### src/gcod_pkg.sv
package gcod_pkg;

    // Field widths
    localparam int TICKS_W = 22;
    localparam int POS_W   = 16;
    localparam int CFG_W   = 16;
    localparam int IDX_W   = 2;
    localparam int STATE_W = 3;
    localparam int LED_W   = 2;
    localparam int REQ_W   = 2;

    // Conversion: ticks * 10625 / 1000000 == ticks * 17 / 1600
    // == floor(floor(ticks * 17 / 64) / 25); the last step by reciprocal
    localparam int PRE_W       = TICKS_W + 5;
    localparam int PRE_SHIFT   = 6;
    localparam int QUOT_IN_W   = PRE_W - PRE_SHIFT;
    localparam int RECIP_W     = 22;
    localparam int RECIP_SHIFT = 26;
    localparam logic [RECIP_W-1:0] RECIP_25 = 22'd2684355;

    // Gate state codes
    localparam logic [STATE_W-1:0] ST_CHECK    = 3'd0;
    localparam logic [STATE_W-1:0] ST_OPENING  = 3'd1;
    localparam logic [STATE_W-1:0] ST_CLOSING  = 3'd2;
    localparam logic [STATE_W-1:0] ST_OPEN     = 3'd3;
    localparam logic [STATE_W-1:0] ST_CLOSED   = 3'd4;
    localparam logic [STATE_W-1:0] ST_OBSTACLE = 3'd5;

    // LED codes
    localparam logic [LED_W-1:0] LED_OFF   = 2'd0;
    localparam logic [LED_W-1:0] LED_GREEN = 2'd1;
    localparam logic [LED_W-1:0] LED_RED   = 2'd2;

    // Request flag codes
    localparam logic [REQ_W-1:0] REQ_NONE     = 2'd0;
    localparam logic [REQ_W-1:0] REQ_OPEN     = 2'd1;
    localparam logic [REQ_W-1:0] REQ_OBSTACLE = 2'd2;

    // Register indexes
    localparam logic [IDX_W-1:0] CFG_CLOSED_LIMIT  = 2'd0;
    localparam logic [IDX_W-1:0] CFG_OPEN_LIMIT    = 2'd1;
    localparam logic [IDX_W-1:0] CFG_OBSTACLE_JUMP = 2'd2;

    // Register reset values
    localparam logic [CFG_W-1:0] CLOSED_LIMIT_RST  = 16'd50;
    localparam logic [CFG_W-1:0] OPEN_LIMIT_RST    = 16'd270;
    localparam logic [CFG_W-1:0] OBSTACLE_JUMP_RST = 16'd20;

    // Result item, first field in the highest bits
    typedef struct packed {
        logic [POS_W-1:0]   displacement_mm;
        logic [POS_W-1:0]   position_mm;
        logic [LED_W-1:0]   led_colour;
        logic [STATE_W-1:0] next_gate_state;
        logic [STATE_W-1:0] acted_state;
    } gate_result_t;

endpackage

### src/gcod_mm_conv.sv
module gcod_mm_conv
(
    input  logic [gcod_pkg::TICKS_W-1:0] echo_ticks,
    output logic [gcod_pkg::POS_W-1:0]   position_mm
);

    logic [gcod_pkg::PRE_W-1:0]                       scaled;
    logic [gcod_pkg::QUOT_IN_W-1:0]                   dividend;
    logic [gcod_pkg::QUOT_IN_W+gcod_pkg::RECIP_W-1:0] product;

    // Multiply by 17 as shift and add, then divide by 64
    assign scaled = {echo_ticks, 4'b0000}
                  + {{(gcod_pkg::PRE_W-gcod_pkg::TICKS_W){1'b0}}, echo_ticks};
    assign dividend = scaled[gcod_pkg::PRE_W-1:gcod_pkg::PRE_SHIFT];

    // Divide by 25 through the reciprocal; exact for the whole dividend range
    assign product = {{gcod_pkg::RECIP_W{1'b0}}, dividend}
                   * {{gcod_pkg::QUOT_IN_W{1'b0}}, gcod_pkg::RECIP_25};
    assign position_mm =
        product[gcod_pkg::RECIP_SHIFT+gcod_pkg::POS_W-1:gcod_pkg::RECIP_SHIFT];

endmodule

### src/gate_controller_obstacle_detect.sv
// An accepted input item passes the input, position and result registers on its
// way to m_axis; these form a three-stage pipeline taking one item per clock
// while m_axis_tready lets it move, and a stage holds only while the next is full.
// The echo-to-millimetre multiply sits between the input and position stages.
// Reset (rst_n low, asynchronous): pipeline empty, gate in check, request
// flag open, previous position zero, LED off, limits 50, 270 and 20 mm.
module gate_controller_obstacle_detect
(
    input  logic        clk,
    input  logic        rst_n,
    // Input item
    input  logic        s_axis_tvalid,
    output logic        s_axis_tready,
    input  logic [23:0] s_axis_tdata,   // echo_ticks[21:0], presence_detect[22], zero[23]
    // Result item
    output logic        m_axis_tvalid,
    input  logic        m_axis_tready,
    output logic [39:0] m_axis_tdata,   // acted_state[2:0], next_gate_state[5:3],
                                        // led_colour[7:6], position_mm[23:8],
                                        // displacement_mm[39:24]
    // Register writes
    input  logic        cfg_valid,
    output logic        cfg_ready,
    input  logic [gcod_pkg::IDX_W-1:0] cfg_index,
    input  logic [gcod_pkg::CFG_W-1:0] cfg_data
);

    typedef enum logic [gcod_pkg::STATE_W-1:0] {
        S_CHECK    = gcod_pkg::ST_CHECK,
        S_OPENING  = gcod_pkg::ST_OPENING,
        S_CLOSING  = gcod_pkg::ST_CLOSING,
        S_OPEN     = gcod_pkg::ST_OPEN,
        S_CLOSED   = gcod_pkg::ST_CLOSED,
        S_OBSTACLE = gcod_pkg::ST_OBSTACLE
    } gate_state_t;

    // Configuration registers
    logic [gcod_pkg::CFG_W-1:0] closed_limit_reg;
    logic [gcod_pkg::CFG_W-1:0] open_limit_reg;
    logic [gcod_pkg::CFG_W-1:0] obstacle_jump_reg;

    // Pipeline
    logic                         in_valid_reg;
    logic [gcod_pkg::TICKS_W-1:0] in_ticks_reg;
    logic                         in_presence_reg;
    logic                         pos_valid_reg;
    logic [gcod_pkg::POS_W-1:0]   pos_mm_reg;
    logic                         pos_presence_reg;
    logic                         out_valid_reg;
    gcod_pkg::gate_result_t       result_reg;
    gcod_pkg::gate_result_t       result_next;

    // Gate machine state
    gate_state_t                  state_reg;
    gate_state_t                  state_next;
    logic [gcod_pkg::REQ_W-1:0]   req_reg;
    logic [gcod_pkg::REQ_W-1:0]   req_next;
    logic [gcod_pkg::POS_W-1:0]   prev_pos_reg;
    logic [gcod_pkg::LED_W-1:0]   led_reg;
    logic [gcod_pkg::LED_W-1:0]   led_next;

    logic                         conv_pos_mm;
    logic [gcod_pkg::POS_W-1:0]   conv_mm;
    logic [gcod_pkg::POS_W-1:0]   disp_mm;
    logic                         out_adv;
    logic                         pos_ready;
    logic                         out_load;

    // Stall control: each stage moves when the one after it has room
    assign out_adv       = !out_valid_reg || m_axis_tready;
    assign pos_ready     = !pos_valid_reg || out_adv;
    assign s_axis_tready = !in_valid_reg || pos_ready;
    assign out_load      = pos_valid_reg && out_adv;
    assign conv_pos_mm   = in_valid_reg && pos_ready;

    assign m_axis_tvalid = out_valid_reg;
    assign m_axis_tdata  = result_reg;
    assign cfg_ready     = 1'b1;

    // Take register writes; indexes beyond the list are dropped
    always_ff @(posedge clk or negedge rst_n)
    begin
        if (!rst_n)
        begin
            closed_limit_reg  <= gcod_pkg::CLOSED_LIMIT_RST;
            open_limit_reg    <= gcod_pkg::OPEN_LIMIT_RST;
            obstacle_jump_reg <= gcod_pkg::OBSTACLE_JUMP_RST;
        end
        else if (cfg_valid)
        begin
            unique case (cfg_index)
                gcod_pkg::CFG_CLOSED_LIMIT:  closed_limit_reg  <= cfg_data;
                gcod_pkg::CFG_OPEN_LIMIT:    open_limit_reg    <= cfg_data;
                gcod_pkg::CFG_OBSTACLE_JUMP: obstacle_jump_reg <= cfg_data;
                default:                     ;
            endcase
        end
    end

    // Input stage valid
    always_ff @(posedge clk or negedge rst_n)
    begin
        if (!rst_n)
        begin
            in_valid_reg <= 1'b0;
        end
        else if (s_axis_tready)
        begin
            in_valid_reg <= s_axis_tvalid;
        end
    end

    // Input stage payload
    always_ff @(posedge clk)
    begin
        if (s_axis_tready && s_axis_tvalid)
        begin
            in_ticks_reg    <= s_axis_tdata[gcod_pkg::TICKS_W-1:0];
            in_presence_reg <= s_axis_tdata[gcod_pkg::TICKS_W];
        end
    end

    // Convert echo width to millimetres
    gcod_mm_conv u_mm_conv
    (
        .echo_ticks  (in_ticks_reg),
        .position_mm (conv_mm)
    );

    // Position stage valid
    always_ff @(posedge clk or negedge rst_n)
    begin
        if (!rst_n)
        begin
            pos_valid_reg <= 1'b0;
        end
        else if (pos_ready)
        begin
            pos_valid_reg <= in_valid_reg;
        end
    end

    // Position stage payload
    always_ff @(posedge clk)
    begin
        if (conv_pos_mm)
        begin
            pos_mm_reg       <= conv_mm;
            pos_presence_reg <= in_presence_reg;
        end
    end

    // Absolute change from the previous position
    always_comb
    begin
        if (pos_mm_reg >= prev_pos_reg)
        begin
            disp_mm = pos_mm_reg - prev_pos_reg;
        end
        else
        begin
            disp_mm = prev_pos_reg - pos_mm_reg;
        end
    end

    // Step the gate machine on the item at the position stage
    always_comb
    begin
        state_next = S_CHECK;
        req_next   = req_reg;
        led_next   = led_reg;
        unique case (state_reg)
            S_OPENING:
            begin
                led_next = gcod_pkg::LED_GREEN;
            end
            S_OBSTACLE:
            begin
                led_next = gcod_pkg::LED_GREEN;
                req_next = gcod_pkg::REQ_OBSTACLE;
            end
            S_CLOSING:
            begin
                led_next = gcod_pkg::LED_RED;
                if ((pos_mm_reg > closed_limit_reg) && (disp_mm > obstacle_jump_reg))
                begin
                    state_next = S_OBSTACLE;
                end
            end
            S_CLOSED:
            begin
                state_next = S_CHECK;
            end
            S_OPEN:
            begin
                req_next = gcod_pkg::REQ_OPEN;
            end
            default:
            begin
                // Check: a pending obstacle reopens the gate regardless of presence
                if (req_reg == gcod_pkg::REQ_OBSTACLE)
                begin
                    state_next = (pos_mm_reg < open_limit_reg) ? S_OBSTACLE : S_OPEN;
                end
                else
                begin
                    req_next = {1'b0, pos_presence_reg};
                    if (pos_presence_reg)
                    begin
                        state_next = (pos_mm_reg < open_limit_reg) ? S_OPENING : S_OPEN;
                    end
                    else
                    begin
                        state_next = (pos_mm_reg > closed_limit_reg) ? S_CLOSING : S_CLOSED;
                    end
                end
            end
        endcase

        result_next.acted_state     = state_reg;
        result_next.next_gate_state = state_next;
        result_next.led_colour      = led_next;
        result_next.position_mm     = pos_mm_reg;
        result_next.displacement_mm = disp_mm;
    end

    // Hold machine state and the result item
    always_ff @(posedge clk or negedge rst_n)
    begin
        if (!rst_n)
        begin
            state_reg     <= S_CHECK;
            req_reg       <= gcod_pkg::REQ_OPEN;
            prev_pos_reg  <= '0;
            led_reg       <= gcod_pkg::LED_OFF;
            out_valid_reg <= 1'b0;
            result_reg    <= '0;
        end
        else
        begin
            if (out_adv)
            begin
                out_valid_reg <= pos_valid_reg;
            end
            if (out_load)
            begin
                state_reg    <= state_next;
                req_reg      <= req_next;
                prev_pos_reg <= pos_mm_reg;
                led_reg      <= led_next;
                result_reg   <= result_next;
            end
        end
    end

endmodule

### config.mk
export PLATFORM = sky130hd
export DESIGN_NAME = gate_controller_obstacle_detect
export DESIGN_NICKNAME = d
export VERILOG_FILES = /design/src/gcod_pkg.sv /design/src/gcod_mm_conv.sv /design/src/gate_controller_obstacle_detect.sv
export SDC_FILE = /design/constraint.sdc
export NUM_CORES = 1
export LEC_CHECK = 0
export ABC_AREA = 1
export BUFFER_PORTS_ARGS = -buffer_cell sky130_fd_sc_hd__clkbuf_2
export CORE_MARGIN = 2
export CORE_UTILIZATION = 35
export CTS_CLUSTER_SIZE = 14
export DETAILED_ROUTE_END_ITERATION = 8
export PLACE_DENSITY = 0.48
export SLEW_MARGIN = 20
export SYNTH_ARGS = -nofsm -noshare
export SYNTH_HDL_FRONTEND = slang
export SYNTH_SLANG_ARGS = --single-unit
### constraint.sdc
create_clock -name clk -period 8.5 [get_ports clk]
set_input_delay 1.275 -clock clk [delete_from_list [all_inputs] [get_ports clk]]
set_output_delay 1.275 -clock clk [all_outputs]
set_load 0.005 [all_outputs]
==> impl_metrics.toml <==
[logic_synthesis]
synth_top_family_by_area = "adder cells"
synthXorXnorAreaFrac = 0.02890
synth_edf_count = 40
ys_seq_area_frac = 0.2024
yosys_warnings = 0
synth-compound-area-share = 0.1003
syn_area_per_cell_sq_um = 8.117
synth_area_sq_mm = 0.01749
synthSimpleGateAreaFrac = 0.1580
synthFlopType = "dfrtp_1"
synth.mux.area_fraction = 0
syn_inst = 2155
synth_fa_ha_area_frac = 0.3905
async_reset_ff_frac = 0.6992
synth_fp_nets = 2655
yosysUniqueCellTypes = 57
ys_ff_latch = 133

[die]
start_util = 0.3559
rows = 81
io_pins = 90
die_h_um = 227.6
dieArea_sq_mm = 0.05178
core_sq_mm = 0.04915
fp.dieW_um = 227.6

[worst_setup_path]
crit_required_ps = 8730
worstPathArrival_ps = 7950
slowest_stage = "fa_1"
crit_type = "flop to flop"
endpoint_kind = "flop"
crit_path_start_kind = "flop"
cpMostUsedCell = "inv_1"
cpPeakStageDelay_ps = 540
worst-path-max-fanout = 7

[clocking]
tritoncts = "done"
cts-resized-gates = 0
cts_buffers = 17
root_buffer = "clkbuf_16"
clk_pin_slew_worst_paths_ps = 60
holdBufCountCts = 0
cts_buffer_depth = 2
clock-sinks = 133
h-tree-depth = 4
cts_setup_buffers = 0
insertion_delay_ps = 470

[global_route]
grt_usage = 0.1936
grt_overflow = 0
grt_max_degree = 63
grt_pass1_wl_um = 75190
grt_pass1_vias = 14000
antenna_found_initial = 0

[route]
viasPerCell = 4.640
detail-route-antenna-nets = 0
drt-total-wl_um = 47780
vias = 13590
drt_iter0_markers = 688
wl_per_cell_um = 16.32
drc = 0
first_pass_iters = 5

[timing]
rsz0062_at_grt = "false"
finalCritPeriodShare = 0.9088
fmax_ghz = 0.1295
final.min_clock_period_ps = 7724
hold_viol_final = 0
slew_headroom = 0.2944
drv_slew = 0
setup_viol = 0
hold_ws_ps = 420.5
finClkSkew_ps = 14.99
setup_tns_ps = 0
worst_pin_slew_ps = 1056

[job]
max_cap_viol_count = 0

[place]
hpwl_um = 41830
dp.cells = 2896
portBuffers = 87
place_area_sq_mm = 0.01874
gp_congestion = 0.9221

[finish]
fin_area_sq_mm = 0.01937
fin_nets = 2751
areaGrowthSynthToFinish_pct = 10.75
largest_reg_flops = 22
layout_commonest_cell = "inv_1"
most-common-layout-cells = "inv_1, nand2_1, ha_1, fa_1, nor2_1"
drive_gt1_frac = 0.08790
n_antenna_cell = 0
fin_cells = 2928

[run_status]
status = "finished clean"

[min_path]
min_path_type = "flop to flop"
cell usage after synthesis (all sizes together), types with 6 or more instances:
library cell	count	share of area
inv	518	0.11
nand2	403	0.089
ha	298	0.21
fa	155	0.18
nor2	144	0.031
o21ai	139	0.041
a21oi	115	0.034
dfrtp	83	0.12
nand3	64	0.020
xor2	41	0.021
edfxtp	40	0.069
nand4	21	0.0075
clkbuf	15	0.0032
o21bai	15	0.0073
xnor2	15	0.0075
nor3	12	0.0040
a21o	11	0.0047
buf	11	0.0051
dfstp	10	0.015
a31oi	8	0.0032
nor4	6	0.0021
final timing paths:
check	start	end	slack (ps)	cells past startpoint
min	in_presence_reg$_DFFE_PP_	pos_presence_reg$_DFFE_PP_	420	0
min reg2reg	in_presence_reg$_DFFE_PP_	pos_presence_reg$_DFFE_PP_	420	0
max reg2reg	in_ticks_reg[4]$_DFFE_PP_	pos_mm_reg[15]$_DFFE_PP_	780	35
max	in_ticks_reg[4]$_DFFE_PP_	pos_mm_reg[15]$_DFFE_PP_	780	35
max in group asynchronous	rst_n	prev_pos_reg[15]$_DFFE_PN0P_	6560	2
min in group asynchronous	rst_n	obstacle_jump_reg[7]$_DFFE_PN0P_	720	1
final cells by class:
cell class | instances | area (sq um)
timing repair buffer | 103 | 558.0
inverter | 518 | 1947
fill | 5158 | 29780
clock inverter | 11 | 126.4
tap | 664 | 830.8
multi-input combinational | 1478 | 11870
clock buffer | 21 | 504.2
sequential | 133 | 3541
per-stage QoR:
step                      worst slack (ps)    util
after floorplan                       1485       -
after global placement               665.3  0.3812
after detailed placement             701.9  0.3812
after CTS                            696.2  0.3940
after global routing                 256.9  0.3941
final                                775.5  0.3941
metal layers:
metal / global-route usage / vias up / part of all wire
li1: - / 6958 / -
met1: 0.2414 / 6366 / 0.45
met2: 0.3362 / 205 / 0.49
met3: 0.03214 / 57 / 0.033
met4: 0.07063 / 0 / 0.031
met5: 0 / - / 0
logic make-up (layout without fill, tap and decap cells):
kind of cell	count (synthesis)	after routing
AND/OR/NAND/NOR	660	660
flip-flops	133	133
XOR/XNOR	56	56
buffers and inverters	544	653
AO/OA/AOI/OAI	308	308
other	1	1
adder cells (fa/ha/maj)	453	453
worst max-delay path, delay by kind of cell, from the launching register on:
family | cells | cell delay (ps)
buf+inv | 11 | 880
simple gates | 12 | 1550
flops | 1 | 430
compound gates | 2 | 390
fa+ha+maj | 9 | 3900
xor+xnor | 1 | 330
Power is left out: the tool's default activity adds up to more than one toggle a clock period on the data nets, which glitch-free logic cannot reach.
